### src/hw/rtl/rbhw_pkg.sv
// Package for the archive block header walker: word types, result codes,
// block layout offsets. No dependencies.
`default_nettype none

package rbhw_pkg;

    // Width of the byte offset inside one block
    localparam int OFF_W = 33;
    // Offset plus one, and header size plus packed size, need one bit more
    localparam int SUM_W = OFF_W + 1;

    localparam logic [2:0]       MARKER_LEN      = 3'd7;
    localparam logic [7:0]       FILE_BLOCK_TYPE = 8'h74;
    localparam logic [15:0]      BASE_HDR_LEN    = 16'd7;
    localparam logic [SUM_W-1:0] NAME_START      = SUM_W'(32);

    // Field offsets inside a block
    localparam logic [OFF_W-1:0] OFF_TYPE   = OFF_W'(2);
    localparam logic [OFF_W-1:0] OFF_HDR_LO = OFF_W'(5);
    localparam logic [OFF_W-1:0] OFF_HDR_HI = OFF_W'(6);
    localparam logic [OFF_W-1:0] OFF_PK_B0  = OFF_W'(7);
    localparam logic [OFF_W-1:0] OFF_PK_B1  = OFF_W'(8);
    localparam logic [OFF_W-1:0] OFF_PK_B2  = OFF_W'(9);
    localparam logic [OFF_W-1:0] OFF_PK_B3  = OFF_W'(10);
    localparam logic [OFF_W-1:0] OFF_NC_LO  = OFF_W'(26);
    localparam logic [OFF_W-1:0] OFF_NC_HI  = OFF_W'(27);
    localparam logic [OFF_W-1:0] OFF_RECORD = OFF_W'(31);

    typedef enum logic [1:0] {
        KIND_ENTRY = 2'd0,
        KIND_NAME  = 2'd1,
        KIND_BAD   = 2'd2
    } t_kind;

    typedef struct packed {
        logic [7:0] data_byte;
        logic       end_of_archive;
    } t_in_word;

    typedef struct packed {
        t_kind       kind;
        logic [7:0]  name_char;
        logic [31:0] packed_size;
        logic [15:0] name_length;
        logic        last_name_char;
    } t_out_word;

endpackage

`default_nettype wire

### src/hw/rtl/rbhw_core.sv
// Per-byte parser state and next-state logic of the block header walker.
// Depends on rbhw_pkg.
`default_nettype none

module rbhw_core (
    input  wire logic              i_clk,
    input  wire logic              i_rst_n,
    input  wire logic              i_advance,
    input  wire rbhw_pkg::t_in_word  i_word,
    output logic                   o_res_valid,
    output rbhw_pkg::t_out_word    o_res
);
    import rbhw_pkg::*;

    logic [2:0]       r_marker, n_marker;
    logic [OFF_W-1:0] r_offset, n_offset;
    logic [7:0]       r_type, n_type;
    logic [15:0]      r_hdr, n_hdr;
    logic [31:0]      r_pk, n_pk;
    logic [15:0]      r_nc, n_nc;
    logic             r_bad, n_bad;

    logic [7:0]       type_v;
    logic [15:0]      hdr_v;
    logic [31:0]      pk_v;
    logic [15:0]      nc_v;
    logic [SUM_W-1:0] off_ext, off_inc, total, name_end, hdr_ext;
    logic             is_file, ends;
    logic [7:0]       b;

    assign b = i_word.data_byte;

    // Field capture at fixed offsets
    always_comb begin
        type_v = r_type;
        hdr_v  = r_hdr;
        pk_v   = r_pk;
        nc_v   = r_nc;
        case (r_offset)
            OFF_TYPE:   type_v       = b;
            OFF_HDR_LO: hdr_v[7:0]   = b;
            OFF_HDR_HI: hdr_v[15:8]  = b;
            OFF_PK_B0:  pk_v[7:0]    = b;
            OFF_PK_B1:  pk_v[15:8]   = b;
            OFF_PK_B2:  pk_v[23:16]  = b;
            OFF_PK_B3:  pk_v[31:24]  = b;
            OFF_NC_LO:  nc_v[7:0]    = b;
            OFF_NC_HI:  nc_v[15:8]   = b;
            default: ;
        endcase
    end

    assign is_file  = (type_v == FILE_BLOCK_TYPE);
    assign off_ext  = {1'b0, r_offset};
    assign off_inc  = off_ext + SUM_W'(1);
    assign hdr_ext  = SUM_W'(hdr_v);
    assign total    = SUM_W'(hdr_v) + SUM_W'(pk_v);
    assign name_end = NAME_START + SUM_W'(nc_v);

    // File block length is only known once the packed size is complete
    always_comb begin
        ends = 1'b0;
        if (r_offset >= OFF_HDR_HI) begin
            if (is_file) begin
                ends = (r_offset >= OFF_PK_B3) && (off_inc >= total);
            end else begin
                ends = (off_inc >= hdr_ext);
            end
        end
    end

    always_comb begin
        n_marker    = r_marker;
        n_offset    = r_offset;
        n_type      = r_type;
        n_hdr       = r_hdr;
        n_pk        = r_pk;
        n_nc        = r_nc;
        n_bad       = r_bad;
        o_res_valid = 1'b0;
        o_res       = '0;
        o_res.kind  = KIND_ENTRY;

        if (r_marker < MARKER_LEN) begin
            n_marker = r_marker + 3'd1;
        end else if (!r_bad) begin
            n_type = type_v;
            n_hdr  = hdr_v;
            n_pk   = pk_v;
            n_nc   = nc_v;
            if (r_offset == OFF_HDR_HI && hdr_v < BASE_HDR_LEN) begin
                n_bad       = 1'b1;
                o_res_valid = 1'b1;
                o_res.kind  = KIND_BAD;
            end else begin
                if (is_file && r_offset == OFF_RECORD) begin
                    o_res_valid       = 1'b1;
                    o_res.kind        = KIND_ENTRY;
                    o_res.packed_size = pk_v;
                    o_res.name_length = nc_v;
                end else if (is_file && off_ext >= NAME_START && off_ext < hdr_ext
                             && off_ext < name_end) begin
                    o_res_valid          = 1'b1;
                    o_res.kind           = KIND_NAME;
                    o_res.name_char      = b;
                    o_res.last_name_char = (off_inc == name_end) || (off_inc == hdr_ext);
                end
                if (ends) begin
                    n_offset = '0;
                    n_type   = '0;
                    n_hdr    = '0;
                    n_pk     = '0;
                    n_nc     = '0;
                end else begin
                    n_offset = off_inc[OFF_W-1:0];
                end
            end
        end

        // End of archive returns everything to marker skipping
        if (i_word.end_of_archive) begin
            n_marker = '0;
            n_bad    = 1'b0;
            n_offset = '0;
            n_type   = '0;
            n_hdr    = '0;
            n_pk     = '0;
            n_nc     = '0;
        end
    end

    always_ff @(posedge i_clk) begin
        if (!i_rst_n) begin
            r_marker <= '0;
            r_offset <= '0;
            r_type   <= '0;
            r_hdr    <= '0;
            r_pk     <= '0;
            r_nc     <= '0;
            r_bad    <= 1'b0;
        end else if (i_advance) begin
            r_marker <= n_marker;
            r_offset <= n_offset;
            r_type   <= n_type;
            r_hdr    <= n_hdr;
            r_pk     <= n_pk;
            r_nc     <= n_nc;
            r_bad    <= n_bad;
        end
    end

endmodule

`default_nettype wire

### src/hw/rtl/rar_block_header_walker.sv
// Top level of the archive block header walker: input register, parser core,
// result register. Depends on rbhw_pkg and rbhw_core.
//
// Walks an archive in the RAR 1.5..4.x block layout, one byte word per cycle
// while the result side does not stall. Each accepted byte is held in an input
// register and parsed against the block offset counter once the result register
// is free; any resulting word (file-entry record, name character or
// malformed-header flag) lands in the result register. Sustained rate is one byte
// per cycle while the result side does not stall; it is set by the per-byte offset
// counter update together with the 34-bit block-end compare. A stalled result
// register holds the input side only once the input register is also full. Bytes
// that cause no result just update the parser state.
`default_nettype none

module rar_block_header_walker (
    input  wire logic                i_clk,
    input  wire logic                i_rst_n,
    input  wire logic                i_in_valid,
    output logic                     o_in_stall,
    input  wire rbhw_pkg::t_in_word  i_in_word,
    output logic                     o_out_valid,
    input  wire logic                i_out_stall,
    output rbhw_pkg::t_out_word      o_out_word
);
    import rbhw_pkg::*;

    logic      r_in_valid;
    t_in_word  r_in_word;
    logic      r_out_valid;
    t_out_word r_out_word;

    logic      w_out_free, w_advance, w_res_valid;
    t_out_word w_res;

    assign w_out_free = !r_out_valid || !i_out_stall;
    assign w_advance  = r_in_valid && w_out_free;
    assign o_in_stall = r_in_valid && !w_out_free;

    always_ff @(posedge i_clk) begin
        if (!i_rst_n) begin
            r_in_valid <= 1'b0;
        end else if (!o_in_stall) begin
            r_in_valid <= i_in_valid;
        end
    end

    always_ff @(posedge i_clk) begin
        if (!o_in_stall && i_in_valid) begin
            r_in_word <= i_in_word;
        end
    end

    rbhw_core u_core (
        .i_clk       (i_clk),
        .i_rst_n     (i_rst_n),
        .i_advance   (w_advance),
        .i_word      (r_in_word),
        .o_res_valid (w_res_valid),
        .o_res       (w_res)
    );

    always_ff @(posedge i_clk) begin
        if (!i_rst_n) begin
            r_out_valid <= 1'b0;
        end else if (w_out_free) begin
            r_out_valid <= w_advance && w_res_valid;
        end
    end

    always_ff @(posedge i_clk) begin
        if (w_advance && w_res_valid) begin
            r_out_word <= w_res;
        end
    end

    assign o_out_valid = r_out_valid;
    assign o_out_word  = r_out_word;

    a_reset_clears_out: assert property (@(posedge i_clk)
        !i_rst_n |=> !o_out_valid)
        else $error("result valid right after reset");

    a_result_lands: assert property (@(posedge i_clk) disable iff (!i_rst_n)
        (w_advance && w_res_valid) |=> (o_out_valid && o_out_word == $past(w_res)))
        else $error("parsed result not registered");

    a_name_fields_clean: assert property (@(posedge i_clk) disable iff (!i_rst_n)
        (o_out_valid && o_out_word.kind != KIND_NAME)
        |-> (!o_out_word.last_name_char && o_out_word.name_char == 8'd0))
        else $error("name fields set on a non-name word");

    a_stall_needs_word: assert property (@(posedge i_clk) disable iff (!i_rst_n)
        o_in_stall |-> (r_in_valid && r_out_valid))
        else $error("input stalled without a held word");

endmodule

`default_nettype wire
### config.mk
export PLATFORM = sky130hd
export DESIGN_NAME = rar_block_header_walker
export DESIGN_NICKNAME = d
export VERILOG_FILES = /design/src/hw/rtl/rbhw_pkg.sv /design/src/hw/rtl/rbhw_core.sv /design/src/hw/rtl/rar_block_header_walker.sv
export SDC_FILE = /design/constraint.sdc
export NUM_CORES = 1
export LEC_CHECK = 0
export ABC_CLOCK_PERIOD_IN_PS = 20200
export BUFFER_PORTS_ARGS = -buffer_cell sky130_fd_sc_hd__buf_2
export CAP_MARGIN = 20
export CORE_MARGIN = 1
export CORE_UTILIZATION = 40
export CTS_CLUSTER_DIAMETER = 80
export CTS_CLUSTER_SIZE = 16
export DETAILED_ROUTE_END_ITERATION = 8
export SETUP_SLACK_MARGIN = 0.2
export SYNTH_ARGS = -nofsm -noshare
export SYNTH_HDL_FRONTEND = slang
export SYNTH_HIERARCHICAL = 1
export SYNTH_SLANG_ARGS = --single-unit
### constraint.sdc
create_clock -name i_clk -period 20.2 [get_ports i_clk]
set_input_delay 2.02 -clock i_clk [delete_from_list [all_inputs] [get_ports i_clk]]
set_output_delay 2.02 -clock i_clk [all_outputs]
set_load 0.01 [all_outputs]
==> qor.yml, run 1 <==
outcome: "finished, final reports clean"
synth_nets: 1571
cts_repair_resize_count: 0
dp.cells: 1883
synth_top_area_share: 0.178
drv_cap: 0
timing.hold.ws_ns: 0.456
max_slew.worst_pin.slew_ns: 1.12
rsz0062_at_grt: "no"
ioPinCount: 74
drt_iter0_drc: 1265
yosys-top-cells-area: "dfxtp_1 18%, edfxtp_1 16%, ha_1 9.6%"
critPathMaxFanout: 44
synthArstFlopShare: 0
clkPwrFrac: 0.476
dp_hpwl_um: 31900
antenna_found_initial: 0
clkLatencyLatePin_ns: 0.45
post-cts-setup-buffers: 0
grt_use_total: 0.267
crit_slowest_cell: "a2111oi_0"
gr-total-overflow: 0
via_count: 11300
chipWidth_um: 179
final_cells: 1917
drv_slew: 0
crit_buf_inv: 4
hold_viol: 0
pwr-share-comb: 0.031
via_per_inst: 5.90
floorplan.initialDensity: 0.408
internal_power_mw: 0.571
cts_sinks: 179
leakage_nw: 5.56
drt_pass1_iterations: 6
setup_violations: 0
antennaDiodeCount: 0
grt_pass1_vias: 10400
final_cell_mix: "175 x nand2_1, 123 x nor2_1, 111 x dfxtp_1"
vdd_drop_max_v: 0.0000544
drive_above_1_share: 0.120
crit_type: "reg -> reg"
fin_util: 0.454
place_congestion: 0.991
die_y_um: 179
num_rows: 64
dieArea_um2: 32000
swShare: 0.247
wirelength_um: 42200
htreeDepth: 4
cts_tree: "yes"
critPathMaxStageDelay_ns: 0.75
arrival_ns: 8.54
synth_edf_count: 68
relSlewSlack: 0.249
ys_types: 87
holdBufCountCts: 0
final.setup_skew_ns: 0.0139
hold_path_class: "reg -> reg"
p_seq_frac: 0.493
drc: 0
cts-root-buf: "clkbuf_16"
syn_inst: 1461
yosysSeqAreaShare: 0.341
synth.cell_area_um2: 12500
yosysTopAreaCell: "dfxtp_1"
finalCriticalPeriod_ns: 8.16
grt_max_degree: 57
ys_warn_count: 6
pwr_density_cell_nw_per_um2: 54.4
syn_avg_cell_area_um2: 8.57
required_ns: 20.58
area_growth_pct: 11.2
final_nets: 1618
fp.coreArea_um2: 30700
cts_buffer_depth: 2
wl_per_cell_um: 22.0
ant_nets: 0
max_freq_mhz: 123
synth-seq-cells: 179
setup_tns_ns: 0
critPathLaunchType: "flop"
p_sw_mw: 0.187
portBuffers: 73
end_kind: "flop"
final_common_cell: "nand2_1"
cts_inserted_buffers: 17
fin_crit_sh: 0.404
path_clk_slew_ns: 0.08
cp_top_family: "compound AO/OA/AOI/OAI gates"
grt_pass1_wl_um: 63500
ys.flop_type: "dfxtp_1"
tightest hold or removal path: cells and delay by family (launching register included):
family / cells / cell delay, ns
DFF: 1 / 0.33
AOI/OAI and AO/OA: 1 / 0.05
and+or+nand+nor: 1 / 0.04
sequential cells by signal, indices dropped and copies added (netlist names):
name / flops
o_out_word: 59
u_core/r_hdr: 16
o_out_valid: 1
r_in_word: 9
r_in_valid: 1
u_core/r_nc: 16
u_core/r_marker: 3
u_core/r_bad: 1
u_core/r_pk: 32
u_core/r_offset: 33
u_core/r_type: 8
routing by layer:
metal	global-route usage	share of wire	up-vias
met4	0.130	0.040	0
met5	0	0	-
met2	0.394	0.43	461
met3	0.0473	0.075	84
li1	-	-	5382
met1	0.373	0.46	5385
cell usage after synthesis (4+ instances only):
cell type    n
buf_2        7
a22o_1       6
xor2_1      34
buf_6        4
nor3_1      25
ha_1        96
xnor2_1     44
o21bai_1    13
a31oi_1      6
maj3_1       6
a21oi_1     69
nor4_4       5
or2_2       14
dfxtp_1    111
nor2_1     123
and2_1      28
nand3_1     47
o2bb2ai_1   18
o31a_1       7
nand2b_1    12
o22ai_1      4
and3_1      21
mux2i_1     35
nor4_1      24
a21o_1      38
o31ai_1      6
inv_1       70
a21boi_0    10
or3_1       12
or4_1       10
mux2_2       5
a22oi_1      4
a21boi_1    16
nand4_1     43
nand2_1    175
edfxtp_1    68
nor2b_1     13
o21ai_0     83
clkbuf_1    56
o21a_1      16
cell families (layout without fill, tap and decap cells):
group,after synthesis,count (layout),synth area share
AND/OR/NAND/NOR,577,577,0.236
AO/OA/AOI/OAI,339,339,0.182
flip-flops,179,179,0.341
buffers and inverters,141,201,0.0460
adder cells (fa/ha/maj),103,103,0.102
XOR/XNOR,80,80,0.0582
multiplexers,42,42,0.0348
final timing paths:
| check | from | endpoint | slack [ns] | depth (start not counted) |
|---|---|---|---|---|
| max | u_core/r_offset[9] | u_core/r_nc[12] | 12.04 | 27 |
| min | u_core/r_pk[15] | u_core/r_pk[15] | 0.46 | 2 |
| max reg2reg | u_core/r_offset[9] | u_core/r_nc[12] | 12.04 | 27 |
| min reg2reg | u_core/r_pk[15] | u_core/r_pk[15] | 0.46 | 2 |
power by group through the flow:
stage | Clock (mW) | Combinational (mW) | Sequential, mW
after global routing | 0.379 | 0.0244 | 0.374
after CTS | 0.368 | 0.0232 | 0.374
after floorplan | 0 | 0.0113 | 0.382
after detailed placement | 0 | 0.0232 | 0.382
after global placement | 0 | 0.0231 | 0.382
final | 0.360 | 0.0237 | 0.374
layout make-up:
class	instances	area (um^2)
flip-flops and latches	179	4260
multi-input cells	1141	7720
inverters	70	263
fillers	3054	16700
clock inverters	14	190
clock buffers	18	439
repair buffers	99	556
well taps	396	495
through the flow:
step | total power, mW | area (um^2) | setup slack, ns
finish | 0.758 | 13900 | 12.04
global route | 0.777 | 13900 | 11.56
CTS | 0.765 | 13900 | 12.03
detailed placement | 0.405 | 13300 | 12.05
global placement | 0.405 | 13300 | 12.15
floorplan | 0.394 | 12500 | 11.97
Note: power is estimated with default switching activity, not from simulation.
==> run 2, diff against run 1 <==
- ABC_CLOCK_PERIOD_IN_PS: 20200 -> 6900
- clock period: 20.2 -> 6.9 ns (I/O delays scaled with it)
==> qor.yml, run 2 (synthesis gave the netlist of run 1 again) <==
outcome: "finished, final reports clean"
grt_use_total: 0.269
rsz0062_at_grt: "yes"
r2r_end: "u_core/r_pk[20]"
grt_pass1_wl_um: 64300
final_cells: 2018
final.setup_skew_ns: 0.0170
largest_reg_flops: 59
die_y_um: 179
grt_max_degree: 60
hold_path_class: "in -> reg"
required_ns: 7.23
leakage_nw: 6.13
chipWidth_um: 179
hold_viol: 0
setup_tns_ns: 0
p_total_mw: 2.15
wl_per_cell_um: 21.4
drc: 0
r2r_cells: 30
gr-total-overflow: 0
ant_nets: 0
relSlewSlack: 0.373
path_clk_slew_ns: 0.08
arrival_ns: 6.77
drv_cap: 0
dieArea_um2: 32000
end_kind: "flop"
cts_sinks: 179
whs_path_depth: 1
final_nets: 1718
setup_violations: 0
clkLatencyLatePin_ns: 0.45
crit_type: "reg -> reg"
cts-root-buf: "clkbuf_16"
worst_slack_ns: 0.459
via_count: 11900
crit_buf_inv: 5
grt_pass1_vias: 10900
cts_buffer_depth: 2
drive_above_1_share: 0.195
crit_slowest_cell: "nor4_4"
path_depth: 30
fin_crit_sh: 0.933
finalInstanceArea_um2: 15000
cp_top_family: "compound AO/OA/AOI/OAI gates"
max_slew.worst_pin.slew_ns: 0.932
final_cell_mix: "175 x nand2_1, 123 x nor2_1, 116 x buf_4"
r2r_start: "u_core/r_offset[32]"
place_congestion: 1.04
final_common_cell: "nand2_1"
max_freq_mhz: 155
drv_slew: 0
drt_iter0_drc: 1142
place_area_um2: 14000
rrSetupSlack_ns: 0.46
critPathMaxFanout: 8
finalCriticalPeriod_ns: 6.44
dp_hpwl_um: 32900
cts_tree: "yes"
drt_pass1_iterations: 7
fin_util: 0.490
antenna_found_initial: 0
dp.cells: 1970
ioPinCount: 74
floorplan.initialDensity: 0.408
pwr_density_cell_nw_per_um2: 143
hold-path-endpoint: "r_in_word[6]"
vdd_drop_max_v: 0.000166
area_growth_pct: 20.0
fp.coreArea_um2: 30700
critical_path.most_common_cell: "buf_4"
critPathLaunchType: "flop"
portBuffers: 73
holdBufCountCts: 0
min_from: "i_in_word[6]"
num_rows: 64
cts_inserted_buffers: 17
via_per_inst: 5.91
htreeDepth: 4
critPathMaxStageDelay_ns: 0.44
timing.hold.ws_ns: 0.418
pre_cts_ws_ns: -0.444
wirelength_um: 43100
## run 2: cell count changes in the layout (fill, tap and decap cells not counted), sizes merged
cell	before	now
inv	77	75
bufinv	2	1
clkbuf	19	18
diode	0	1
buf	98	199
clkinvlp	2	5
## run 2: cell type report
| class | count | area, um^2 |
|---|---|---|
| Timing Repair Buffer | 199 | 1390 |
| Multi-Input combinational cell | 1141 | 8030 |
| Antenna cell | 1 | 2.50 |
| Inverter | 70 | 263 |
| Fill cell | 2890 | 15700 |
| Clock buffer | 18 | 429 |
| Clock inverter | 14 | 148 |
| Sequential cell | 179 | 4260 |
| Tap cell | 396 | 495 |
## run 2: report_power, final
part / switching [mW] / internal (mW)
registers: 0.00502 / 1.09
logic: 0.0520 / 0.0168
clock network: 0.477 / 0.510
## run 2: worst max-delay path by stage
stage,from,end,slack (ns)
4_1_cts,u_core/r_offset[25],u_core/r_type[4],0.21
2_1_floorplan,u_core/r_offset[6],u_core/r_offset[21],0.26
6_report,u_core/r_offset[32],u_core/r_pk[20],0.46
5_1_grt,u_core/r_offset[11],u_core/r_pk[31],0.17
3_5_place_dp,u_core/r_offset[25],u_core/r_type[4],-0.44
3_3_place_gp,u_core/r_offset[25],u_core/r_nc[10],-0.21
## run 2: timing repair
item	CTS	global route
pin swaps	4	15
setup buffers	4	10
gates cloned	0	1
setup endpoints to repair	105	164
resized for setup	13	49
## run 2: metal layers
metal,share of wire,track usage
met1,0.45,0.372
met2,0.44,0.410
met3,0.072,0.0375
met4,0.039,0.129
met5,0,0
==> run 3, diff against run 2 <==
- CTS_BUF_LIST: unset -> sky130_fd_sc_hd__clkbuf_8
==> qor.yml, run 3 (synthesis gave the netlist of run 1 again) <==
outcome: "finished, final reports clean"
drt_pass1_iterations: 7
wirelength_um: 43200
finalCriticalPeriod_ns: 6.43
portBuffers: 73
cts_buffer_depth: 2
critical_path.most_common_cell: "buf_4"
htreeDepth: 4
drc: 0
regArea_um2: 4270
arrival_ns: 6.82
hold_viol: 0
ant_nets: 0
setup_violations: 0
drive_above_1_share: 0.195
via_per_inst: 5.86
pwr-share-comb: 0.036
critPathLaunch: "u_core/r_offset[5]"
crit_slowest_cell: "maj3_2"
floorplan.initialDensity: 0.408
dieArea_um2: 32000
path_clk_slew_ns: 0.11
final_common_cell: "nand2_1"
wl_per_cell_um: 21.4
grt_pass1_wl_um: 64100
cts_sinks: 179
grt_use_total: 0.269
max_slew.worst_pin.slew_ns: 0.959
multi_input_area_um2: 8030
r2r_end: "u_core/r_pk[29]"
grt_max_degree: 60
fin_crit_sh: 0.933
fin_util: 0.484
vdd_drop_max_v: 0.000109
chipWidth_um: 179
gr-total-overflow: 0
critPathMaxStageDelay_ns: 0.37
swShare: 0.267
drt_iter0_drc: 1217
internal_power_mw: 1.40
fp.coreArea_um2: 30700
r2r_start: "u_core/r_offset[5]"
final_cells: 2018
crit_type: "reg -> reg"
grt_pass1_vias: 10900
critPathLaunchType: "flop"
place_congestion: 1.04
leakage_nw: 6.03
r2r_cells: 31
cts-root-buf: "clkbuf_8"
relSlewSlack: 0.359
dp.cells: 1970
largest_reg_flops: 59
final_cell_mix: "175 x nand2_1, 123 x nor2_1, 116 x buf_4"
antenna_found_initial: 0
clkPwrFrac: 0.391
endpoint: "u_core/r_pk[29]"
required_ns: 7.29
area_growth_pct: 18.5
drv_cap: 0
clkLatencyLatePin_ns: 0.50
dp_hpwl_um: 32900
ioPinCount: 74
holdBufCountCts: 0
setup_tns_ns: 0
cts_tree: "yes"
p_seq_frac: 0.573
rsz0062_at_grt: "no"
via_count: 11800
final_nets: 1719
drv_slew: 0
critPathMaxFanout: 7
die_y_um: 179
antennaDiodeCount: 0
cts_inserted_buffers: 17
pwr_density_cell_nw_per_um2: 129
rrSetupSlack_ns: 0.47
max_freq_mhz: 155
fill_cells: 2921
final.setup_skew_ns: 0.0272
hold_path_class: "in -> reg"
num_rows: 64
end_kind: "flop"
p_sw_mw: 0.511
run 3: metal layers:
metal	global-route usage	share of wire	vias to the layer above
li1	-	-	5565
met1	0.375	0.44	5627
met2	0.410	0.43	532
met3	0.0318	0.075	105
met4	0.128	0.048	0
met5	0	0	-
run 3: metrics by stage:
step | total power [mW] | setup slack [ns] | cell area, um^2 | hold WS (ns)
2_1_floorplan | 1.15 | 0.265 | 12500 | 0.424
3_3_place_gp | 1.19 | -0.214 | 14000 | 0.433
3_5_place_dp | 1.19 | -0.444 | 14000 | 0.441
4_1_cts | 1.93 | 0.203 | 14500 | 0.345
5_1_grt | 1.97 | 0.200 | 14800 | 0.363
6_report | 1.92 | 0.465 | 14800 | 0.368
run 3: area by class of cell:
cell class / instances / area share
Sequential cell: 179 / 0.288
Timing Repair Buffer: 200 / 0.0942
Tap cell: 396 / 0.0334
Inverter: 70 / 0.0177
Clock buffer: 17 / 0.0158
Multi-Input combinational cell: 1141 / 0.541
Clock inverter: 15 / 0.0102
run 3: what timing repair did:
item | CTS | global route
buffers inserted | 3 | 12
setup endpoints to repair | 105 | 164
pin swaps | 5 | 14
cloned | 0 | 1
resized for setup | 17 | 46
run 3: critical path, delay by kind of cell, from the launching register on:
family | cells | cell delay [ns]
flops | 1 | 0.35
simple gates | 8 | 1.42
compound gates | 11 | 1.76
xor+xnor | 1 | 0.11
mux | 2 | 0.65
buf+inv | 6 | 1.07
fa+ha+maj | 3 | 0.95
run 3: power by group through the flow:
stage	sequential [mW]	clock (mW)	combinational (mW)
after global routing	1.10	0.799	0.0708
after floorplan	1.12	0	0.0331
after detailed placement	1.12	0	0.0653
after CTS	1.10	0.768	0.0660
after global placement	1.12	0	0.0652
final	1.10	0.749	0.0690
run 3: worst min path at each step:
stage                          start          endpoint  slack [ns]  depth (start not counted)
CTS                     i_in_word[4]      r_in_word[4]        0.35                          1
global placement      u_core/r_nc[3]    u_core/r_nc[3]        0.43                          2
detailed placement    u_core/r_pk[8]    u_core/r_pk[8]        0.44                          2
finish                  i_in_word[6]      r_in_word[6]        0.37                          1
floorplan           u_core/r_type[7]  u_core/r_type[7]        0.42                          1
global route            i_in_word[8]      r_in_word[8]        0.36                          1
